`src/hw/rtl/bitplane_pixel_run_writer_unit_macros.svh`:
```
// Assertion macros shared by the dot writer RTL.
// Expects aclk and aresetn in the scope of each use.
`ifndef BITPLANE_PIXEL_RUN_WRITER_UNIT_MACROS_SVH
`define BITPLANE_PIXEL_RUN_WRITER_UNIT_MACROS_SVH

// same-cycle implication
`define BPRW_ASSERT_IMP(lbl, ante, cons, msg) \
    lbl: assert property (@(posedge aclk) disable iff (!aresetn) (ante) |-> (cons)) \
        else $error(msg);

// next-cycle implication
`define BPRW_ASSERT_NXT(lbl, ante, cons, msg) \
    lbl: assert property (@(posedge aclk) disable iff (!aresetn) (ante) |=> (cons)) \
        else $error(msg);

`endif

```
`src/hw/rtl/bprw_pkg.sv`:
```
// Package for the bit-plane dot writer: codes, state type, control structs.
// No dependencies.
`timescale 1ns / 1ps

package bprw_pkg;

    localparam int LINE_BYTES_DEF = 20;
    localparam int MEM_BYTES_DEF  = 8192;

    localparam int FUNC_W   = 2;
    localparam int X_W      = 8;
    localparam int Y_W      = 7;
    localparam int ROWS_W   = 4;
    localparam int DOTS_W   = 5;
    localparam int RADDR_W  = 13;
    localparam int DATA_W   = 8;
    localparam int CFG_IDX_W = 1;
    localparam int CFG_W    = 13;

    localparam logic [ROWS_W-1:0] MAX_ROWS = 4'd8;
    localparam logic [CFG_W-1:0] SCREEN2_BASE_RST = 13'd4096;

    localparam logic [FUNC_W-1:0] FUNC_SET  = 2'd0;
    localparam logic [FUNC_W-1:0] FUNC_CLR  = 2'd1;
    localparam logic [FUNC_W-1:0] FUNC_READ = 2'd2;

    localparam logic [CFG_IDX_W-1:0] CFG_SPLIT_ENABLE = 1'd0;
    localparam logic [CFG_IDX_W-1:0] CFG_SCREEN2_BASE = 1'd1;

    typedef enum logic [2:0] {
        ST_CLEAR,
        ST_IDLE,
        ST_REDUCE,
        ST_RD_BYTE,
        ST_ROW_RD,
        ST_ROW_WR,
        ST_DONE
    } bprw_state_t;

    typedef struct packed {
        logic clear_en;
        logic accept;
        logic reduce_step;
        logic mem_rd;
        logic row_wr;
        logic out_load;
    } bprw_cmd_t;

    typedef struct packed {
        logic clear_done;
        logic reduce_last;
        logic is_read;
        logic is_write;
        logic no_rows;
        logic last_row;
        logic out_free;
    } bprw_sts_t;

endpackage

```
`src/hw/rtl/bprw_ctrl.sv`:
```
// Sequencer for the dot writer: clearing pass, address reduction, row RMW, result.
// Depends on bprw_pkg and the assertion macro header.
`timescale 1ns / 1ps
`include "bitplane_pixel_run_writer_unit_macros.svh"

module bprw_ctrl (
    input  logic                aclk,
    input  logic                aresetn,
    input  logic                s_valid,
    output logic                s_ready,
    input  bprw_pkg::bprw_sts_t sts,
    output bprw_pkg::bprw_cmd_t cmd
);

    bprw_pkg::bprw_state_t state_reg;
    bprw_pkg::bprw_state_t state_next;

    always_ff @(posedge aclk) begin
        if (!aresetn) begin
            state_reg <= bprw_pkg::ST_CLEAR;
        end else begin
            state_reg <= state_next;
        end
    end

    always_comb begin
        state_next = state_reg;
        cmd        = '0;
        s_ready    = 1'b0;
        unique case (state_reg)
            bprw_pkg::ST_CLEAR: begin
                cmd.clear_en = 1'b1;
                if (sts.clear_done) begin
                    state_next = bprw_pkg::ST_IDLE;
                end
            end
            bprw_pkg::ST_IDLE: begin
                s_ready = 1'b1;
                if (s_valid) begin
                    cmd.accept = 1'b1;
                    state_next = bprw_pkg::ST_REDUCE;
                end
            end
            bprw_pkg::ST_REDUCE: begin
                priority if (!sts.is_read && !sts.is_write) begin
                    state_next = bprw_pkg::ST_DONE;
                end else begin
                    cmd.reduce_step = 1'b1;
                    if (sts.reduce_last) begin
                        priority if (sts.is_read) begin
                            state_next = bprw_pkg::ST_RD_BYTE;
                        end else if (sts.no_rows) begin
                            state_next = bprw_pkg::ST_DONE;
                        end else begin
                            state_next = bprw_pkg::ST_ROW_RD;
                        end
                    end
                end
            end
            bprw_pkg::ST_RD_BYTE: begin
                cmd.mem_rd = 1'b1;
                state_next = bprw_pkg::ST_DONE;
            end
            bprw_pkg::ST_ROW_RD: begin
                cmd.mem_rd = 1'b1;
                state_next = bprw_pkg::ST_ROW_WR;
            end
            bprw_pkg::ST_ROW_WR: begin
                cmd.row_wr = 1'b1;
                state_next = sts.last_row ? bprw_pkg::ST_DONE : bprw_pkg::ST_ROW_RD;
            end
            bprw_pkg::ST_DONE: begin
                if (sts.out_free) begin
                    cmd.out_load = 1'b1;
                    state_next   = bprw_pkg::ST_IDLE;
                end
            end
            default: begin
                state_next = bprw_pkg::ST_CLEAR;
            end
        endcase
    end

    // a row write always uses the byte fetched the cycle before
    `BPRW_ASSERT_IMP(a_wr_after_rd, cmd.row_wr, $past(cmd.mem_rd), "row write without fetch")
    // never overwrite a result still waiting downstream
    `BPRW_ASSERT_IMP(a_out_free, cmd.out_load, sts.out_free, "result overwritten")
    // reduction stops once the last step is taken
    `BPRW_ASSERT_NXT(a_red_end, cmd.reduce_step && sts.reduce_last, !cmd.reduce_step,
                     "reduction ran past its last step")

endmodule

```
`config.mk`:
```
export PLATFORM = sky130hd
export DESIGN_NAME = bprw_ctrl
export DESIGN_NICKNAME = d
export VERILOG_FILES = /design/src/hw/rtl/bprw_pkg.sv /design/src/hw/rtl/bprw_ctrl.sv
export VERILOG_INCLUDE_DIRS = /design/src /design/src/hw/rtl
export SDC_FILE = /design/constraint.sdc
export NUM_CORES = 1
export LEC_CHECK = 0
export BUFFER_PORTS_ARGS = -buffer_cell sky130_fd_sc_hd__buf_2
export CAP_MARGIN = 5
export CORE_AREA = 2 2 39 41
export DETAILED_ROUTE_END_ITERATION = 10
export DIE_AREA = 0 0 41 43
export SYNTH_ARGS = -nofsm -noshare
export SYNTH_HDL_FRONTEND = slang
export SYNTH_SLANG_ARGS = --single-unit
```
`constraint.sdc`:
```
create_clock -name aclk -period 3.2 [get_ports aclk]
set_input_delay 0.48 -clock aclk [delete_from_list [all_inputs] [get_ports aclk]]
set_output_delay 0.48 -clock aclk [all_outputs]
set_load 0.02 [all_outputs]
```
==> summary.md, run 1 <==
| Metric | Value |
|---|---|
| DP Worst Slack | roughly 1.6 ns |
| Leak | approximately 0.19 nW |
| Max-cap violations | 0 |
| GRT Util Overall | 0.0963 |
| Final hold vios | 0 |
| Largest register FFs | 3 |
| Crit. End Element | output port |
| Worst hold path class | input port to register |
| Core Region | ~0.0014 mm2 |
| Diode count | 0 |
| Setup TNS | 0 ns |
| Gates resized, CTS repair | 0 |
| Yosys cell types | 25 |
| Power per cell area | 471 mW/mm2 |
| Post-route setup slack | 1.48 ns |
| Post-DRT Antenna Nets | 0 |
| Die area | roughly 0.0018 mm2 |
| Wirelength per Cell | about 9.5 um |
| Routed via count | 343 |
| Top cells by area, synth | dfxtp_1, nand2b_1, nor2_1 |
| Seq cells post-synth | 3 |
| Iter 0 DRT Violations | 8 |
| Worst hold margin | roughly 0.53 ns |
| Final Max Slew Viols | 0 |
| Commonest cells in the netlist | nor2_1, dfxtp_1, inv_1, nand2b_1 |
| Crit path required time | 2.72 ns |
| Sw Share | 0.362 |
| Drt first pass iters | 4 |
| Status | finished clean |
| Crit-path max FO | 13 |
| Critical Path AT | 1.24 ns |
| Die Ht | roughly 43 um |
| Antenna violations before repair | 0 |
| Nets | just under 70 |
| Clk buf depth | 2 |
| First-pass GRT wire length | 1100 um |
| Detailed-route wire length | about 700 um |
| Synth area leader | dfxtp_1 |
| Period utilization | 0.537 |
| Synth Cell Area | about 290 um2 |
| Core Rows | 14 |
| Setup Skew | approximately 0.00021 ns |
| Remaining DRCs | 0 |
| Top-count cell post-synth | nor2_1 |
| Worst-Margin Slew | ~0.42 ns |
| Crit Path Class | register to output port |
| Hold Buf Count CTS | 0 |
| Initial Util | 0.207 |
| Util after Layout | 0.289 |
| CTS tree | built |
| Clock share of power | 0.348 |
| Pin count of the biggest net entering global routing | 16 |
| Final setup viols | 0 |
| Asr flop ratio synth | 0 |
| Slew margin rel. | 0.722 |
| RSZ-0062 raised after global routing | no |
| Combinational Power Share | 0.344 |
| Sequential element share of the synthesized area | 0.210 |
| Sink Count | 3 |
| Ports | 17 |
| Mapped Nets | 50 |
| Psw | between 60 and 70 uW |
| Via density | roughly 4.7 |
| Int Pwr | ~120 uW |
| Layout cell share with drive strength beyond 1 | 0.351 |
| Syn Area/Cell | around 7.2 um2 |
| Achievable Freq | ~580 MHz |
| Startpoint types | register |
| Vias in the first global route | 250 |
| Post-CTS setup buffer count | 0 |
| Clk_lat worst skew | between 0.2 and 0.25 ns |
| Top_reg_cell synth | dfxtp_1 |
| Inserted Clock Buffers | 3 |
| Clock-pin slew on the worst setup and hold paths | roughly 0.040 ns |
| Register share of total power | 0.309 |
| Area delta synth->final | 39.7% |
| Post-Syn Instances | 40 |
| Fin crit period | ~1.7 ns |
| RD Place Congestion | around 0.76 |
| Die span in x | around 40 um |
| Synth top area share | 0.210 |
| Post-synth EDFFs | 0 |
| Maximum vdd drop | 107 uV |
| PortBufs | 16 |
| # H-tree levels | 1 |
| Ys Warns | 0 |
| Detail Placement HPWL | between 500 and 600 um |
| GRT overflow | 0 |
| Clk root buf | clkbuf_4 |
final cells by class:
type	count	area (um2)
Tap cell	16	20.0
Fill cell	159	983
Inverter	3	11.3
Sequential cell	3	60.1
Clock buffer	4	26.3
Timing Repair Buffer	16	80.1
Multi-Input combinational cell	31	203
final timing paths:
check	startpoint	end	cells after the start	slack [ns]
worst max register to register	state_reg[1]$_SDFFE_PN0P_	state_reg[0]$_SDFFE_PN0P_	3	1.81
worst min-delay path	aresetn	state_reg[2]$_SDFFE_PN0P_	3	0.53
worst min register to register	state_reg[0]$_SDFFE_PN0P_	state_reg[0]$_SDFFE_PN0P_	2	0.71
worst max-delay path	state_reg[1]$_SDFFE_PN0P_	cmd[4]	3	1.48
cell families (layout without fill, tap and decap cells):
logic type,Yosys count,in the layout,share of synthesized area
buffers and inverters,6,23,0.0830
and+or+nand+nor,19,19,0.384
DFF,3,3,0.210
muxes,1,1,0.0349
AOI/OAI and AO/OA,11,11,0.288
per-layer routing:
metal | up-vias | wire length, um | GRT usage
met4 | 0 | 0 | 0.0600
met2 | 13 | 320 | 0.128
met1 | 152 | 337 | 0.119
met5 | - | 0 | 0
li1 | 178 | - | -
met3 | 0 | 38 | 0.0471
through the flow:
stage | std cells | instance area (um2) | total power [mW]
global placement | 69 | 374 | 0.124
global route | 73 | 400 | 0.208
finish | 73 | 400 | 0.189
floorplan | 40 | 287 | 0.103
CTS | 73 | 400 | 0.192
detailed placement | 69 | 374 | 0.124
power by group through the flow:
stage,logic (mW),registers [mW],clock network (mW)
after floorplan,0.0557,0.0470,0
after global routing,0.0705,0.0613,0.0766
after global placement,0.0648,0.0592,0
after CTS,0.0654,0.0583,0.0686
final,0.0649,0.0582,0.0656
after detailed placement,0.0650,0.0587,0
critical path: stages (launching register included):
cell and delay (ns):
dfxtp_1 0.52, nor2_1 0.14, and3_1 0.19, buf_2 0.15
layout by cell type, fill, tap and decap left out:
cell / Yosys / routed
nor2_1: 5 / 5
o41ai_1: 1 / 1
o21ai_0: 2 / 2
o22ai_2: 1 / 1
clkbuf_1: 2 / 1
and2_1: 1 / 1
a211oi_1: 1 / 1
nand2_1: 2 / 2
o31a_1: 2 / 2
and3_1: 1 / 1
a21oi_1: 1 / 1
mux2i_1: 1 / 1
inv_1: 3 / 3
a22oi_1: 1 / 1
nor3_1: 1 / 1
or4b_1: 1 / 1
a21boi_0: 1 / 1
nand2b_1: 3 / 3
o22ai_1: 1 / 1
buf_2: 1 / 16
nor4b_1: 1 / 1
nand3b_1: 1 / 1
nand4b_1: 1 / 1
nor2b_1: 2 / 2
dfxtp_1: 3 / 3
clkbuf_4: 0 / 3
Note: power is estimated with default switching activity, not from simulation.
==> run 2: changes to the inputs <==
clock period = 1.6 ns   (was 3.2 ns; I/O delays follow)
==> run 2 against run 1 <==
Against the previous run:
- worst setup slack lost 1.4 ns
- via count shrank 0.29%
- highest routed layer unchanged
- first-iteration DRC count shrank 50%
==> summary.md, run 2 (synthesis gave the netlist of run 1 again) <==
| Metric | Value |
|---|---|
| Status | finished clean |
| Wirelength per Cell | 10.5 um (+9.9%) |
| Iter 0 DRT Violations | 4 (-4) |
| Pin count of the biggest net entering global routing | 16 (unchanged) |
| PortBufs | 16 (unchanged) |
| Initial Util | 0.207 (unchanged) |
| Drt first pass iters | 4 (unchanged) |
| WL met2 | 364 um (+14%) |
| Max-cap violations | 0 (unchanged) |
| CTS tree | built |
| Critical Path AT | 1.25 ns (about the same) |
| Final Max Slew Viols | 0 (unchanged) |
| Crit path required time | 1.36 ns (-1.36 ns) |
| Combinational Power Share | 0.343 (about the same) |
| Final hold vios | 0 (unchanged) |
| Ports | 17 (unchanged) |
| Diode count | 0 (unchanged) |
| Achievable Freq | 673 MHz |
| Detailed-route wire length | 765 um (+9.9%) |
| Post-DRT Antenna Nets | 0 (unchanged) |
| Layout cell share with drive strength beyond 1 | 0.351 (unchanged) |
| Crit Path Class | register to output port |
| Hold Buf Count CTS | 0 (unchanged) |
| Worst hold margin | 0.282 ns (-0.248 ns) |
| Detail Placement HPWL | 559 um (+5.1%) |
| Clock share of power | 0.350 (+0.002) |
| WP buf/inv | 1 (unchanged) |
| Met3 WL | 54 um (+42%) |
| Most frequent cells in the layout | buf_2, nor2_1 |
| Register share of total power | 0.307 (-0.002) |
| Core Region | 0.00138 mm2 (unchanged) |
| Maximum vdd drop | 469 uV (+340%) |
| Post-CTS setup buffer count | 0 (unchanged) |
| Slowest cell on the critical path | dfxtp_1 |
| Largest register FFs | 3 (unchanged) |
| Final setup viols | 0 (unchanged) |
| Clk root buf | clkbuf_4 |
| Nets | 68 (unchanged) |
| Die Ht | 43 um (unchanged) |
| Antenna violations before repair | 0 (unchanged) |
| Hold Startpoint | aresetn |
| Int Pwr | 241 uW (+100%) |
| Die area | 0.00176 mm2 (unchanged) |
| Inst Count DP | 69 (unchanged) |
| # H-tree levels | 1 (unchanged) |
| Clock-pin slew on the worst setup and hold paths | 0.04 ns (about the same) |
| Worst hold path class | input port to register |
| Setup TNS | 0 ns (unchanged) |
| Inserted Clock Buffers | 3 (unchanged) |
| RD Place Congestion | 0.730 (-4.1%) |
| Core Rows | 14 (unchanged) |
| Vias in the first global route | 281 (+12%) |
| Top delay family on crit path | flip-flops |
| Clk_lat worst skew | 0.23 ns (about the same) |
| First-pass GRT wire length | 1100 um (unchanged) |
| Worst-Margin Slew | 0.403 ns (-0.0131 ns) |
| Leak | 0.188 nW (unchanged) |
| Max Used Layer | met3 |
| RSZ-0062 raised after global routing | no |
| Crit-path max FO | 13 (unchanged) |
| GRT overflow | 0 (unchanged) |
| Power per cell area | 946 mW/mm2 (+100%) |
| Area delta synth->final | 39.7% (unchanged) |
| Via density | 4.68 (-0.29%) |
| Setup Skew | 0.00463 ns (+0.00442 ns) |
| Crit. End Element | output port |
| Fin crit period | between 1 and 1.5 ns |
| Routed via count | 342 (-0.29%) |
| Period utilization | 0.928 |
| Slew margin rel. | 0.731 (+0.00874) |
| Largest stage delay on the critical path | 0.52 ns (about the same) |
| Sink Count | 3 (unchanged) |
| Remaining DRCs | 0 (unchanged) |
| GRT Util Overall | 0.0973 (+0.00100) |
| Die span in x | 41 um (unchanged) |
| Most common cell after layout, fill and taps aside | buf_2 |
| Psw | 138 uW (+100%) |
| Sw Share | 0.364 (+0.00268) |
| Cell chain of the critical path | nor2_1 -> and3_1 -> buf_2 |
| Clk buf depth | 2 (unchanged) |
| Non-filler cells, final | 73 (unchanged) |
| Gates resized, CTS repair | 0 (unchanged) |
| Crit Reg-Reg Startpoint | state_reg[1]$_SDFFE_PN0P_ |
| CP Launch Point | state_reg[1]$_SDFFE_PN0P_ |
| Routed met1 length | 346 um (+2.7%) |
| Startpoint types | register |
-- run 2: final timing paths --
| check | cells after the start | slack [ns] | endpoint |
|---|---|---|---|
| setup reg to reg | 3 | 0.20 | state_reg[0]$_SDFFE_PN0P_ |
| hold / removal | 3 | 0.28 | state_reg[2]$_SDFFE_PN0P_ |
| hold reg to reg | 2 | 0.71 | state_reg[0]$_SDFFE_PN0P_ |
| setup / recovery | 3 | 0.11 | cmd[4] |
-- run 2: worst register-to-register path, cell delays in order, from the launching register on --
cell and delay, ns:
dfxtp_1 0.52, or4b_1 0.51, o22ai_2 0.14, o41ai_1 0.09
-- run 2: layout make-up --
type,instances,area [um2]
Clock buffer,4,26.3
Inverter,3,11.3
Sequential cell,3,60.1
Timing Repair Buffer,16,80.1
Tap cell,16,20.0
Multi-Input combinational cell,31,203
Fill cell,152,983
-- run 2: metrics by stage --
| step | power [mW] | utilization | worst slack (ns) | instance area, um2 |
|---|---|---|---|---|
| floorplan | 0.205 | - | 0.0596 | 287 |
| global placement | 0.245 | 0.270 | 0.235 | 374 |
| detailed placement | 0.247 | 0.270 | 0.211 | 374 |
| CTS | 0.386 | 0.289 | 0.108 | 400 |
| global route | 0.412 | 0.289 | 0.00330 | 400 |
| finish | 0.379 | 0.289 | 0.115 | 400 |
-- run 2: power by group through the flow --
stage | registers (mW) | clock network [mW] | logic (mW)
2_1_floorplan | 0.0940 | 0 | 0.111
3_3_place_gp | 0.115 | 0 | 0.130
3_5_place_dp | 0.117 | 0 | 0.130
4_1_cts | 0.116 | 0.139 | 0.131
5_1_grt | 0.121 | 0.150 | 0.142
6_report | 0.116 | 0.133 | 0.130
-- run 2: metal layers --
metal  vias to the layer above  track usage
met4                         0       0.0600
met3                         0       0.0628
met1                       154        0.122
met5                         -            0
met2                        11        0.119
li1                        177            -
==> run 3: changes to the inputs <==
clock period = 1.3 ns   (was 1.6 ns; I/O delays follow)
==> run 3 against run 2 <==
Against the previous run:
- the run now ends with negative setup slack left
- die area did not move
- utilization grew 8.7 points
- critical path type unchanged
- cell area up 30%
- worst setup slack worse by 0.16 ns
- worst hold slack lost 0.068 ns
- wire length up 29%
- clock power increased by 29%
==> summary.md, run 3 (synthesis gave the netlist of run 1 again) <==
| Metric | Value |
|---|---|
| Status | complete, but fails checks |
| Failing checks | negative setup slack |
| Critical Path AT | 1.15 ns (-0.10 ns) |
| Pin count of the biggest net entering global routing | 9 (-7) |
| Die span in x | 41 um (unchanged) |
| Crit Path Class | register to output port |
| Wirelength per Cell | 11.9 um (+13%) |
| Ports | 17 (unchanged) |
| Iter 0 DRT Violations | 8 (+4) |
| Achievable Freq | 744 MHz |
| Non-filler cells, final | 83 (+14%) |
| Leak | 0.251 nW (+33%) |
| Clk root buf | clkbuf_4 |
| Crit path required time | 1.11 ns (-0.25 ns) |
| Final hold vios | 0 (unchanged) |
| Die Ht | 43 um (unchanged) |
| GRT overflow | 0 (unchanged) |
| Register area | 63.8 um2 (+6.2%) |
| Antenna violations before repair | 0 (unchanged) |
| First-pass GRT wire length | 1500 um (+36%) |
| Detail Placement HPWL | 636 um (+14%) |
| Remaining DRCs | 0 (unchanged) |
| Inserted Clock Buffers | 3 (unchanged) |
| Multi-input gate area | 219 um2 (+8.0%) |
| Fin crit period | between 1 and 1.5 ns |
| Worst hold path class | input port to register |
| Detailed-route wire length | 984 um (+29%) |
| Crit-path max FO | 5 (-8) |
| Largest register FFs | 3 (unchanged) |
| Routed via count | 389 (+14%) |
| Initial Util | 0.207 (unchanged) |
| Layout cell share with drive strength beyond 1 | 0.537 (+0.186) |
| Via density | 4.69 (about the same) |
| Most frequent cells in the layout | buf_2, buf_4, nor2_1, buf_6 |
| Clock-pin slew on the worst setup and hold paths | 0.04 ns (about the same) |
| Period utilization | 1.03 |
| Cell area after layout | 520 um2 (+30%) |
| Crit. End Element | output port |
| Worst R2R Setup Slack | 0.05 ns (-0.15 ns) |
| PortBufs | 16 (unchanged) |
| Area delta synth->final | 81.7% |
| Nets | 78 (+15%) |
| Final Max Slew Viols | 0 (unchanged) |
| Setup Skew | 0.00589 ns (+0.00126 ns) |
| Setup TNS | -0.0494 ns (-0.0494 ns) |
| Drt first pass iters | 3 (-1) |
| Diode count | 0 (unchanged) |
| Power per cell area | 1120 mW/mm2 (+18%) |
| Clk buf depth | 2 (unchanged) |
| Vias in the first global route | 390 (+39%) |
| Inst Count DP | 74 (+7.2%) |
| Slew margin rel. | 0.817 (+0.0861) |
| CTS tree | built |
| Max-cap violations | 0 (unchanged) |
| Area post-placement | 418 um2 (+12%) |
| # H-tree levels | 1 (unchanged) |
| Sink Count | 3 (unchanged) |
| Die area | 0.00176 mm2 (unchanged) |
| Post-route setup slack | -0.0446 ns (-0.159 ns) |
| Worst hold margin | 0.214 ns (-0.0678 ns) |
| RSZ-0062 raised after global routing | yes |
| Startpoint types | register |
| Post-DRT Antenna Nets | 0 (unchanged) |
| Clk_lat worst skew | 0.24 ns (about the same) |
| Final setup viols | 2 (+2) |
| Fillers | 152 (unchanged) |
| GRT Util Overall | 0.126 (+0.0291) |
| Core Region | 0.00138 mm2 (unchanged) |
| Maximum vdd drop | 471 uV (+0.45%) |
| Core Rows | 14 (unchanged) |
| Worst-Margin Slew | 0.274 ns (-0.130 ns) |
| Most common cell after layout, fill and taps aside | buf_2 |
| RD Place Congestion | 0.791 (+8.4%) |
-- run 3: cell types whose count changed in the layout (fill, tap and decap cells not counted), moves of 3 or more --
cell and delta:
buf_4 +10, buf_6 +4, buf_2 -4, dfxtp_1 -3, dfxtp_2 +3
-- run 3: layout make-up --
| cell class | instances | area share |
|---|---|---|
| inverters | 3 | 0.0216 |
| well taps | 16 | 0.0385 |
| repair buffers | 26 | 0.346 |
| clock buffers | 4 | 0.0505 |
| flip-flops and latches | 3 | 0.123 |
| multi-input cells | 31 | 0.421 |
-- run 3: per-stage QoR --
| step | setup WS [ns] | utilization | power (mW) |
|---|---|---|---|
| global route | -0.0801 | 0.376 | 0.628 |
| finish | -0.0446 | 0.376 | 0.583 |
| detailed placement | 0.0844 | 0.302 | 0.340 |
| global placement | 0.101 | 0.302 | 0.338 |
| CTS | -0.0517 | 0.366 | 0.566 |
| floorplan | 0.0267 | - | 0.256 |
-- run 3: worst max-delay path: stages, from the launching register on --
cell and delay [ns]:
dfxtp_2 0.32, buf_6 0.13, nor4b_2 0.25, buf_2 0.20
-- run 3: what timing repair did --
action                                  CTS  global route
hold buffers                              0             0
gates resized for setup                  11             4
endpoints found under the setup margin    5             6
hold endpoints to repair                  0             0
setup buffers                             4             0
gates cloned                              1             0
pin swaps                                 2             1
-- run 3: path summary, 6_finish.rpt --
kind / from / endpoint / depth (start not counted)
worst max-delay path: state_reg[2]$_SDFFE_PN0P_ / cmd[3] / 3
worst min-delay path: aresetn / state_reg[2]$_SDFFE_PN0P_ / 3
worst max register to register: state_reg[0]$_SDFFE_PN0P_ / state_reg[1]$_SDFFE_PN0P_ / 3
worst min register to register: state_reg[0]$_SDFFE_PN0P_ / state_reg[2]$_SDFFE_PN0P_ / 3
-- run 3: report_power, final --
part / leakage [nW] / internal (mW) / switching (mW)
registers: 0.0258 / 0.108 / 0.0125
clock network: 0.0150 / 0.116 / 0.0561
logic: 0.210 / 0.152 / 0.139
total: 0.251 / 0.376 / 0.207
-- run 3: per-layer routing --
layer  vias up  global-route usage  part of all wire
li1        198                   -                 -
met1       178               0.138              0.41
met2        11               0.194              0.53
met3         2              0.0471             0.053
met4         0              0.0800             0.014
met5         -                   0                 0
